--- config.mk ---
export PLATFORM = sky130hd
export DESIGN_NAME = cpmt_cell
export DESIGN_NICKNAME = d
export VERILOG_FILES = /design/src/hw/rtl/cpmt_pkg.sv /design/src/hw/rtl/cpmt_cell.sv
export SDC_FILE = /design/constraint.sdc
export NUM_CORES = 1
export LEC_CHECK = 0
export ABC_AREA = 1
export BUFFER_PORTS_ARGS = -buffer_cell sky130_fd_sc_hd__buf_2
export CAP_MARGIN = 15
export CORE_UTILIZATION = 37
export CTS_BUF_LIST = sky130_fd_sc_hd__clkbuf_16
export CTS_CLUSTER_DIAMETER = 60
export DETAILED_ROUTE_END_ITERATION = 8
export GPL_TIMING_DRIVEN = 0
export PLACE_DENSITY = 0.71
export SETUP_SLACK_MARGIN = 0.3
export SLEW_MARGIN = 10
export SYNTH_ARGS = -nofsm -noshare
export SYNTH_HDL_FRONTEND = slang
export SYNTH_SLANG_ARGS = --single-unit
export TNS_END_PERCENT = 30
--- constraint.sdc ---
create_clock -name clk -period 2.8 [get_ports clk]
set_input_delay 0.28 -clock clk [delete_from_list [all_inputs] [get_ports clk]]
set_output_delay 0.28 -clock clk [all_outputs]
set_load 0.005 [all_outputs]
--- src/hw/rtl/cpmt_pkg.sv ---
// ----------------------------------------------------------------------------
// cpmt_pkg
// Shared codes, states and control types of the sorted key table.
// ----------------------------------------------------------------------------
package cpmt_pkg;

  localparam int KEY_IN_W = 32;
  localparam int POS_W    = 5;

  typedef enum logic {
    OP_ADD   = 1'b0,
    OP_QUERY = 1'b1
  } cpmt_op_t;

  typedef enum logic {
    ST_IDLE,
    ST_UPD
  } cpmt_state_t;

  typedef struct packed {
    logic cmp_en;
    logic ins_en;
    logic set_en;
  } cpmt_ctrl_t;

endpackage

--- src/hw/rtl/cpmt_cell.sv ---
// ----------------------------------------------------------------------------
// cpmt_cell
// One slot of the sorted chain: key, position mask and compare flags.
// ----------------------------------------------------------------------------
module cpmt_cell
  import cpmt_pkg::*;
#(
  parameter int IDX   = 0,
  parameter int KEY_W = 32,
  parameter int POSN  = 32,
  parameter int CNT_W = 9
) (
  input  logic             clk,
  input  logic             rst_n,
  input  cpmt_ctrl_t       ctrl,
  input  logic [KEY_W-1:0] cmp_key,
  input  logic [CNT_W-1:0] count,
  input  logic [KEY_W-1:0] new_key,
  input  logic [POSN-1:0]  new_bit,
  input  logic             left_ge,
  input  logic [KEY_W-1:0] left_key,
  input  logic [POSN-1:0]  left_mask,
  output logic [KEY_W-1:0] key_o,
  output logic [POSN-1:0]  mask_o,
  output logic             ge_o,
  output logic             eq_o,
  output logic             pset_o
);

  logic [KEY_W-1:0] key_r, key_nxt;
  logic [POSN-1:0]  mask_r, mask_nxt;
  logic             ge_r, eq_r;
  logic             occupied;

  assign occupied = count > CNT_W'(IDX);

  always_ff @(posedge clk) begin
    if (!rst_n) begin
      ge_r <= 1'b0;
      eq_r <= 1'b0;
    end else if (ctrl.cmp_en) begin
      ge_r <= !occupied || (key_r > cmp_key);
      eq_r <= occupied && (key_r == cmp_key);
    end
  end

  always_comb begin
    priority if (ctrl.ins_en && left_ge) begin
      key_nxt  = left_key;
      mask_nxt = left_mask;
    end else if (ctrl.ins_en && ge_r) begin
      key_nxt  = new_key;
      mask_nxt = new_bit;
    end else if (ctrl.set_en && eq_r) begin
      key_nxt  = key_r;
      mask_nxt = mask_r | new_bit;
    end else begin
      key_nxt  = key_r;
      mask_nxt = mask_r;
    end
  end

  always_ff @(posedge clk) begin
    key_r  <= key_nxt;
    mask_r <= mask_nxt;
  end

  assign key_o  = key_r;
  assign mask_o = mask_r;
  assign ge_o   = ge_r;
  assign eq_o   = eq_r;
  assign pset_o = eq_r && (|(mask_r & new_bit));

endmodule

## Yosys cells after proc, flatten, opt, wreduce, memory -nomap -nowiden

Index checks and enable logic that the tools add are counted.
Widths: inputs -> output; s select.

- Word-level logic and storage cells: 24
- Output and inout bits: 67
- Input port bits: 175
- Register bits after elaboration: 66

- Equal/unequal tests: 1
- Bitwise logic cells: 2
- Magnitude comparators: 2
- Muxes and demuxes: 5
- Reduce and logical (&&, ||, !) cells: 10

Operators by type and width:

| operator | number |
|---|---|
| $mux 32 | 5 |
| $and 32x32->32 | 1 |
| $eq 32x32->1 | 1 |
| $gt 32x32->1 | 1 |
| $or 32x32->32 | 1 |
| $reduce_or 32->1 | 1 |
| $gt 9x1->1 const B | 1 |
| $logic_and 1x1->1 | 5 |
| $reduce_bool 3->1 | 1 |
| $reduce_bool 2->1 | 1 |
| $logic_not 1->1 | 1 |
| $logic_or 1x1->1 | 1 |

## Logic depth before layout (Yosys ltp)

Gate-level depths: netlist (run 1).

- Depth in word-level cells: 4
- Mapped depth: 13
- Gate-level depth less buffers: 13

## Worst setup path before layout (run 1)

Ideal clock, no wire load.

- Kind: input port to flip-flop
- Start: input port ctrl[1] (netlist bit)
- End: register mask_r[0] (netlist: mask_o[0]), enable pin
- Path slack: 0.769 ns
- Setup time: 0.561 ns
- Arrival time: 1.470 ns
- Buffers on the path: 1
- Required time: 2.239 ns
- Cell stages on the path: 3
- Cell sequence: nand2_2 clkbuf_1 nand3_1

- Word-level cells in the longest chain between the ends: 2
- Elaborated cells on any way between the ends: 3
- Those cells by class: reduce/logical: 3

RTL lines:

| what | RTL line | source |
|---|---|---|
| start, declared | cpmt_cell.sv:15 | `input cpmt_ctrl_t ctrl,` |
| $logic_and 1x1->1, on equally long branches | cpmt_cell.sv:48, cpmt_cell.sv:51 |  |
| $reduce_bool 3->1 (no source line) * | -- |  |
| end signal, assigned | cpmt_cell.sv:65 | `mask_r <= mask_nxt;` |
| end, declared | cpmt_cell.sv:31 | `logic [POSN-1:0] mask_r, mask_nxt;` |

Every way passes the cells marked *; elsewhere a longest branch is shown, timed or not.
A chain may end at the register's enable or synchronous reset.

## Final worst setup path (run 1)

- Start: register ge_r (netlist: ge_o)
- End: register mask_r[19] (netlist: mask_o[19]), data pin

- Word-level cells in the longest chain between the ends: 3

RTL lines:

| what | RTL line | source |
|---|---|---|
| start, declared | cpmt_cell.sv:32 | `logic ge_r, eq_r;` |
| start signal, assigned | cpmt_cell.sv:42 | `ge_r <= !occupied \|\| (key_r > cmp_key);` |
| $logic_and 1x1->1 | cpmt_cell.sv:51 | `end else if (ctrl.ins_en && ge_r) begin` |
| $mux 32 | cpmt_cell.sv:51 |  |
| $mux 32 | cpmt_cell.sv:48 | `priority if (ctrl.ins_en && left_ge) begin` |
| named net mask_nxt[19] | cpmt_cell.sv:31 |  |

The timed path passes the listed nets, and every way through them passes these cells.

==> results.tsv, run 1 <==
stage	metric	value	unit
sta	RSZ-0062 raised after global routing	no	
finish	P&R area growth vs syn	41.1	%
route	initial drt markers	167	
critical_path	WP buf/inv	1	
finish	share of layout cells above drive strength 1	0.370	
finish	ANT cells	0	
critical_path	CP peak stage delay	0.74	ns
sta	Slew Limit Fails	0	
clocking	postcts setup bufs	0	
sta	Setup Viol. Count Final	0	
critical_path	Crit-path slowest cell	buf_2	
clocking	post-CTS resize count	0	
sta	final hold vios	0	
place	Port-buffer cells	241	
finish	area of the multi-input gates	1760	um^2
yosys	syn_nets	697	
hold_path	Tightest Hold Check Type	in -> reg	
floorplan	die height	108	um
yosys	Cell variety after synth	28	
critical_path	worst endpoint required time	2.83	ns
critical_path	maximum fanout along the worst path	41	
critical_path	CP top delay family	buffers and inverters	
clocking	CTS tree	built	
finish	post-route insts no fill	888	
yosys	synthesized area per cell	8.44	um^2
yosys	Netlist Area Pre-Place	4140	um^2
floorplan	I/O pin cnt	242	
sta	highest clock rate	515	MHz
yosys	flop and latch count out of synthesis	66	
yosys	Syn. warnings	0	
floorplan	row cnt	38	
floorplan	total die area	11600	um^2
floorplan	core area	10800	um^2
critical_path	Crit Path Class	reg -> reg	
grt	antenna violations before repair	0	
yosys	cell count after synthesis	490	
route	DRT Wirelength	12400	um
grt	grt ovf	0	
route	drt pass-1 iters	4	
critical_path	CP arrival	1.97	ns
grt	global-route wire length before repair	19000	um
clocking	TritonCTS buffer count	9	
floorplan	Starting Density	0.381	
critical_path	crit path launch type	flip-flop	
clocking	H-tree depth	3	
sta	Slew headroom	0.381	
clocking	clock tree buffer depth	2	
power	Power Density	495	nW/um^2
critical_path	critical path, cell by cell	nand2_1 > nand2_1 > buf_2 > o221ai_1	
grt	Tot GR Track Use	0.215	
clocking	Clk pin slew, worst setup/hold paths	0.06	ns
critical_path	Worst setup EP type	flip-flop	
yosys	share of the yosys chip area belonging to registers	0.474	
critical_path	CP dominant cell by count	nand2_1	
floorplan	die width	108	um
route	final antenna-violating net count	0	
clocking	clk_lat worst skew	0.33	ns
power	P_leak	3.12	nW
sta	Worst-Margin Slew	0.928	ns
power	Max VDD drop	0.348	mV
route	Routed WL per cell	13.9	um
flow_run	number of max-cap violations	0	
place	dpl cells	872	
route	DRC	0	
grt	vias in the first global route	4106	
place	dpl hpwl	10100	um
sta	Tmin final	1.94	ns
sta	Clock Skews	0.00736	ns
clocking	# hold bufs at CTS	0	
route	vias per cell	4.81	
place	GPL Wtd Cong	0.816	
clocking	Root Driver	clkbuf_16	
power	Tot Pwr	2.89	mW
finish	Reg area	1960	um^2
route	Via Count	4272	
grt	largest net degree at the start of global routing	42	
clocking	clk sinks	66	
finish	fin nets	950	
finish	Fillers	1039	
sta	final period utilization	0.694	
outcome	status	complete, no violations	
[final cells by class]
cell class,count,area share
Buffer,16,0.0165
Clock buffer,9,0.0386
Clock inverter,7,0.0107
Inverter,85,0.0547
Multi-Input combinational cell,323,0.302
Sequential cell,66,0.336
Tap cell,140,0.0300
Timing Repair Buffer,242,0.211
[per-stage QoR]
step | instance area, um^2 | hold WS, ns | setup WS, ns | utilization | TNS, ns
2_1_floorplan | 4140 | 0.420 | 0.769 | - | 0
3_3_place_gp | 5520 | 0.529 | -0.154 | 0.509 | -4.89
3_5_place_dp | 5550 | 0.544 | 0.715 | 0.512 | 0
4_1_cts | 5840 | 0.199 | 0.782 | 0.538 | 0
5_1_grt | 5840 | 0.218 | 0.667 | 0.538 | 0
6_report | 5840 | 0.211 | 0.857 | 0.538 | 0
[final timing paths]
kind	start	end	slack [ns]	cells after the start
max reg2reg	ge_o	mask_o[19]	0.86	4
min	rst_n	eq_o	0.21	3
min reg2reg	eq_o	eq_o	0.57	2
max	ge_o	mask_o[19]	0.86	4
[synthesized netlist by cell type (all sizes together)]
cell | count | area [um^2]
o221ai | 20 | 175
nand4 | 3 | 25.0
o21a | 1 | 7.51
a21oi | 27 | 139
a22o | 6 | 52.6
nor2 | 29 | 119
o21ai | 14 | 70.1
edfxtp | 64 | 1920
nand2 | 173 | 654
buf | 13 | 85.1
ha | 32 | 400
nand3 | 5 | 30.0
inv | 85 | 319
clkbuf | 3 | 11.3
a21boi | 1 | 7.51
o22ai | 10 | 62.6
dfxtp | 2 | 40.0
a21o | 2 | 15.0
[power breakdown]
part	internal, mW	switching (mW)
registers	1.19	0.0437
logic	0.266	0.299
clock network	0.679	0.414
total	2.13	0.756
[worst reg2reg max path: cells and delay by family (launching register included)]
family                 cells  cell delay (ns)
and+or+nand+nor            2             0.31
AOI/OAI and AO/OA          1             0.24
buffers and inverters      1             0.74
DFF                        1             0.37
[flip-flops by register name (all words and copies together) (netlist names)]
register / flops
key_o: 32
eq_o: 1
mask_o: 32
ge_o: 1
[cells by family after synthesis]
| logic type | after synthesis | share of synthesized area |
|---|---|---|
| AOI/OAI and AO/OA | 81 | 0.128 |
| buffers and inverters | 101 | 0.100 |
| and+or+nand+nor | 210 | 0.200 |
| DFF | 66 | 0.474 |
| adders and majority gates | 32 | 0.0968 |
[cells in the final DEF, fill, tap and decap left out, drive strengths merged]
cell type / synthesis / final
clkinvlp: 0 / 1
a22o: 6 / 6
nand2: 173 / 173
o21a: 1 / 1
o22ai: 10 / 10
ha: 32 / 32
a21boi: 1 / 1
buf: 13 / 255
nand3: 5 / 5
nand4: 3 / 3
a21o: 2 / 2
o21ai: 14 / 14
bufinv: 0 / 1
inv: 85 / 87
clkinv: 0 / 3
dfxtp: 2 / 2
clkbuf: 3 / 12
o221ai: 20 / 20
nor2: 29 / 29
edfxtp: 64 / 64
a21oi: 27 / 27
[metal layers]
layer,up-vias,global-route usage,part of all wire
met1,1910,0.243,0.40
met5,-,0,0
met2,212,0.387,0.50
met3,18,0.0527,0.084
li1,2132,-,-
met4,0,0.0832,0.019
No activity file was read; power rests on OpenSTA's default activity.
==> run 2: changes to the inputs <==
PLACE_DENSITY = 0.73   (was 0.71)
clock period = 1.56 ns   (was 2.8 ns; I/O delays follow)
==> run 2 against run 1 <==
Compared with the run above: the run now ends with negative setup slack left; cell area is 3.2% higher; core utilization rose by 1.7 points; routed wire length up 5.6%; sequential power up 80%; first-iteration DRC count increased by 6.0%; clock power grew 62%.
==> results.tsv, run 2 (synthesized netlist as in run 1, its figures left out) <==
stage	metric	value	unit	change
finish	commonest non-fill, non-tap cell in the layout	buf_2		
power	Max VDD drop	0.486	mV	+40%
sta	Worst-Margin Slew	0.508	ns	-0.421 ns
floorplan	Starting Density	0.381		unchanged
clocking	# hold bufs at CTS	0		unchanged
grt	largest net degree at the start of global routing	33		-21%
power	register share of total power	0.435		+0.009
finish	most frequent cells in the layout	buf_2, nand2_1, inv_1, edfxtp_1, ha_1		
grt	Tot GR Track Use	0.221		+0.00591
floorplan	core area	10800	um^2	unchanged
clocking	clk sinks	66		unchanged
clocking	TritonCTS buffer count	9		unchanged
outcome	failing checks	negative setup slack		
sta	setup ws final	-0.0417	ns	-0.898 ns
route	DRC	0		unchanged
route	drt pass-1 iters	4		unchanged
grt	vias in the first global route	4282		+4.3%
power	switch share	0.273		+0.0115
power	Power Density	844	nW/um^2	+71%
place	dpl hpwl	10000	um	-0.89%
clocking	CTS tree	built		
finish	P&R area growth vs syn	45.6	%	
sta	final period utilization	1.03		
clocking	Root Driver	clkbuf_16		
critical_path	Worst setup EP type	primary output		
route	initial drt markers	177		+6.0%
place	GPL Wtd Cong	0.796		-2.5%
power	Power Internal	3.69	mW	+73%
grt	met3 usage	0.0393		-0.0133
finish	Reg area	1970	um^2	+0.19%
outcome	status	finished with violations		
hold_path	Tightest Hold Check Type	in -> reg		
power	Sw Pwr	1.39	mW	+84%
finish	share of layout cells above drive strength 1	0.396		+0.0257
route	Routed WL per cell	14.6	um	+4.8%
route	vias per cell	4.85		+0.73%
floorplan	I/O pin cnt	242		unchanged
place	Port-buffer cells	241		unchanged
grt	antenna violations before repair	0		unchanged
floorplan	die width	108	um	unchanged
power	P_leak	3.18	nW	+2.0%
critical_path	Crit Path Class	reg -> out		
sta	Slew headroom	0.662		+0.280
finish	fin nets	957		+0.74%
finish	Fillers	1020		-1.8%
sta	Fin Setup TNS	-0.0417	ns	-0.0417 ns
place	Post-DP Area	5550	um^2	about the same
finish	post-route cell area	6020	um^2	+3.2%
critical_path	maximum fanout along the worst path	2		-95%
finish	area of the multi-input gates	1900	um^2	+8.0%
clocking	Clk pin slew, worst setup/hold paths	0.05	ns	about the same
grt	grt ovf	0		unchanged
critical_path	worst endpoint required time	1.40	ns	-1.43 ns
sta	Slew Limit Fails	0		unchanged
critical_path	crit path launch type	flip-flop		
grt	met1 GRT Util	0.249		+0.00623
sta	Clock Skews	0.00918	ns	+0.00182 ns
finish	ANT cells	0		unchanged
floorplan	row cnt	38		unchanged
sta	final hold vios	0		unchanged
sta	RSZ-0062 raised after global routing	yes		
route	DRT Wirelength	13100	um	+5.6%
route	final antenna-violating net count	0		unchanged
flow_run	number of max-cap violations	0		unchanged
power	Comb pwr share	0.217		+0.022
clocking	clk_lat worst skew	0.33	ns	about the same
sta	Tmin final	1.60	ns	
floorplan	total die area	11600	um^2	unchanged
floorplan	die height	108	um	unchanged
grt	most used routing layer	met2		
critical_path	CP arrival	1.45	ns	-0.52 ns
sta	Hold WS	0.0926	ns	-0.119 ns
clocking	clock tree buffer depth	2		unchanged
clocking	H-tree depth	3		unchanged
sta	Setup Viol. Count Final	1		+1
route	Via Count	4337		+1.5%
sta	highest clock rate	624	MHz	
grt	met2 usage in global routing	0.407		+0.0192
power	clock network fraction of total power	0.348		-0.030
finish	post-route insts no fill	895		+0.79%
place	dpl cells	871		-0.11%
grt	global-route wire length before repair	19500	um	+2.7%
run 2: final timing paths:
path / depth (start not counted) / endpoint / slack [ns] / startpoint
worst max-delay path: 6 / pset_o / -0.04 / mask_o[21]
worst min register to register: 2 / eq_o / 0.58 / eq_o
worst max register to register: 8 / ge_o / 0.03 / key_o[23]
worst min-delay path: 3 / eq_o / 0.09 / rst_n
run 2: stage by stage:
stage | setup slack, ns | util | total power, mW
after floorplan | 0.181 | - | 2.75
after global placement | -0.0998 | 0.512 | 3.22
after detailed placement | -0.160 | 0.512 | 3.26
after CTS | -0.0386 | 0.548 | 5.09
after global routing | -0.145 | 0.556 | 5.32
final | -0.0417 | 0.556 | 5.08
run 2: layout make-up:
| type | count | area share |
|---|---|---|
| sequential | 66 | 0.326 |
| multi-input combinational | 324 | 0.316 |
| timing repair buffer | 248 | 0.212 |
| inverter | 85 | 0.0530 |
| clock buffer | 9 | 0.0374 |
| tap | 140 | 0.0291 |
| buffer | 16 | 0.0208 |
| clock inverter | 7 | 0.00478 |
run 2: routing by layer:
metal  routed length, um  part of all wire
met4                 233             0.018
met3                1010             0.077
met5                   0                 0
met2                6710              0.51
met1                5130              0.39
run 2: worst max-delay path, cell delays in order, from the launching register on:
cell      delay (ns)
edfxtp_1        0.40
a22o_1          0.25
nor2_1          0.09
nand2_1         0.08
nor2_2          0.12
a21boi_2        0.06
buf_2           0.12
run 2: power by group through the flow:
stage,Clock (mW),Combinational [mW],Sequential (mW)
finish,1.77,1.10,2.21
global route,1.86,1.24,2.22
CTS,1.80,1.08,2.21
detailed placement,0,1.02,2.24
global placement,0,0.981,2.24
floorplan,0,0.506,2.24
run 2: repair_timing:
item	4_1_cts	5_1_grt
gates resized for setup	20	12
pin swaps	10	12
gates cloned	1	1
buffers inserted	3	3
setup endpoints to repair	86	45
==> run 3: changes to the inputs <==
CELL_PAD_IN_SITES_DETAIL_PLACEMENT = 0   (was not set)
CELL_PAD_IN_SITES_GLOBAL_PLACEMENT = 2   (was not set)
CORE_UTILIZATION = 21   (was 37)
PLACE_DENSITY = 0.78   (was 0.73)
==> run 3 against run 2 <==
Compared with the run above: the flow still finishes with violations (negative setup slack); fmax down 2.4%; clock skew is 0.0015 ns higher; largest power group unchanged; first-iteration DRC count fell by 48%; sequential power hardly changed; largest cell class unchanged; clock power up 16%; worst hold slack got worse by 0.035 ns.
==> results.tsv, run 3 (synthesized netlist as in run 1, its figures left out) <==
stage	metric	value	unit	change
route	DRT Wirelength	14600	um	+11%
sta	Slew headroom	0.612		-0.0494
critical_path	Crit-path slowest cell	edfxtp_1		
sta	Clock Skews	0.0107	ns	+0.00154 ns
critical_path	critical path, cell by cell	a22o_1 > nor2_1 > nand2_1 > nor2_1 > a21boi_1 > buf_2		
sta	Worst-Margin Slew	0.582	ns	+0.0741 ns
critical_path	CP top delay family	flip-flops		
floorplan	die width	142	um	+32%
power	P_leak	3.17	nW	-0.46%
outcome	status	finished with violations		
critical_path	R2R depth	8		unchanged
clocking	clk_lat worst skew	0.35	ns	+0.02 ns
clocking	clock tree buffer depth	2		unchanged
hold_path	worst hold path cell count	3		unchanged
sta	highest clock rate	609	MHz	-2.4%
floorplan	I/O pin cnt	242		unchanged
route	Via Count	4146		-4.4%
place	dpl hpwl	11200	um	+12%
grt	Tot GR Track Use	0.141		-0.0798
critical_path	CP dominant cell by count	nor2_1		
power	Power Density	862	nW/um^2	+2.1%
critical_path	CP peak stage delay	0.41	ns	about the same
critical_path	Crit Path Class	reg -> out		
sta	Tmin final	1.64	ns	+0.0391 ns
critical_path	Worst setup EP type	primary output		
finish	post-route cell area	6230	um^2	+3.5%
sta	Setup Viol. Count Final	1		unchanged
sta	Slew Limit Fails	0		unchanged
finish	share of layout cells above drive strength 1	0.403		+0.00690
finish	P&R area growth vs syn	50.7	%	
route	DRC	0		unchanged
critical_path	Crit path depth	6		unchanged
route	drt pass-1 iters	4		unchanged
floorplan	Starting Density	0.217		-0.164
critical_path	Crit Reg-Reg Endpoint	ge_o		
critical_path	maximum fanout along the worst path	3		+1
finish	most frequent cells in the layout	buf_2, nand2_1, inv_1, edfxtp_1		
clocking	Clk pin slew, worst setup/hold paths	0.06	ns	about the same
sta	final hold vios	0		unchanged
critical_path	crit path from	mask_o[21]		
floorplan	total die area	20300	um^2	+75%
grt	grt ovf	0		unchanged
clocking	clk sinks	66		unchanged
place	dpl cells	991		+14%
critical_path	critical path endpoint	pset_o		
clocking	CTS tree	built		
critical_path	crit path launch type	flip-flop		
hold_path	Tightest Hold Check Type	in -> reg		
finish	fin nets	954		-0.31%
sta	final period utilization	1.05		+0.0251
floorplan	row cnt	50		+32%
flow_run	number of max-cap violations	0		unchanged
critical_path	reg2reg setup slack	0.07	ns	+0.04 ns
clocking	H-tree depth	3		unchanged
grt	largest net degree at the start of global routing	33		unchanged
place	Post-DP Area	5700	um^2	+2.7%
clocking	TritonCTS buffer count	9		unchanged
clocking	# hold bufs at CTS	0		unchanged
place	Port-buffer cells	241		unchanged
hold_path	hold_sp	rst_n		
critical_path	worst endpoint required time	1.40	ns	about the same
route	vias per cell	4.09		-16%
critical_path	reg2reg start	key_o[23]		
grt	antenna violations before repair	2		+2
route	Routed WL per cell	14.4	um	-1.8%
finish	Reg area	1970	um^2	about the same
clocking	Root Driver	clkbuf_16		
floorplan	die height	142	um	+32%
critical_path	CP arrival	1.48	ns	+0.03 ns
route	final antenna-violating net count	0		unchanged
finish	commonest non-fill, non-tap cell in the layout	buf_2		
floorplan	core area	19000	um^2	+75%
power	Max VDD drop	0.484	mV	-0.36%
finish	post-route insts no fill	1014		+13%
finish	Fillers	2135		+110%
place	GPL Wtd Cong	0.718		-9.8%
sta	RSZ-0062 raised after global routing	yes		
finish	area of the multi-input gates	1950	um^2	+2.2%
outcome	failing checks	negative setup slack		
route	initial drt markers	92		-48%
critical_path	WP buf/inv	1		unchanged
grt	vias in the first global route	3960		-7.5%
sta	setup ws final	-0.0809	ns	-0.0391 ns
grt	global-route wire length before repair	21200	um	+8.7%
[run 3: per-layer routing]
| layer | share of wire | track usage |
|---|---|---|
| met5 | 0 | 0 |
| met4 | 0.013 | 0.0436 |
| met3 | 0.079 | 0.0488 |
| met2 | 0.47 | 0.231 |
| met1 | 0.43 | 0.174 |
[run 3: layout make-up]
cell class                      count  share of cell area
Sequential cell                    66               0.316
Multi-Input combinational cell    325               0.312
Timing Repair Buffer              244               0.200
Tap cell                          260              0.0522
Inverter                           85              0.0512
Clock buffer                        9              0.0361
Buffer                             16              0.0205
Clock inverter                      7              0.0112
Antenna cell                        2            0.000803
[run 3: worst min-delay path by stage]
stage	to	slack, ns
after floorplan	eq_o	0.30
after global placement	eq_o	0.41
after detailed placement	eq_o	0.41
after CTS	eq_o	0.05
after global routing	eq_o	0.06
final	eq_o	0.06
[run 3: metrics by stage]
stage,utilization,setup WS [ns],power [mW],setup TNS (ns),hold slack (ns)
final,0.328,-0.0809,5.37,-0.0809,0.0572
after global routing,0.328,-0.202,5.69,-0.227,0.0560
after CTS,0.321,-0.132,5.42,-0.132,0.0451
after detailed placement,0.300,-0.224,3.27,-10.30,0.410
after global placement,0.300,-0.234,3.27,-11.11,0.409
after floorplan,-,0.181,2.75,0,0.296
[run 3: report_power, final]
| group | switching (mW) | total [mW] | internal, mW |
|---|---|---|---|
| registers | 0.0806 | 2.21 | 2.13 |
| clock network | 0.830 | 2.06 | 1.23 |
| logic | 0.578 | 1.10 | 0.524 |
[run 3: what timing repair did]
| item | in CTS | in global routing |
|---|---|---|
| resized for setup | 20 | 17 |
| cloned | 1 | 2 |
| setup buffers | 0 | 2 |
| setup endpoints to repair | 95 | 48 |
| pin swaps | 8 | 10 |
[run 3: worst min-delay path: stages]
cell     delay, ns
buf_2         0.10
inv_1         0.07
a21oi_2       0.03
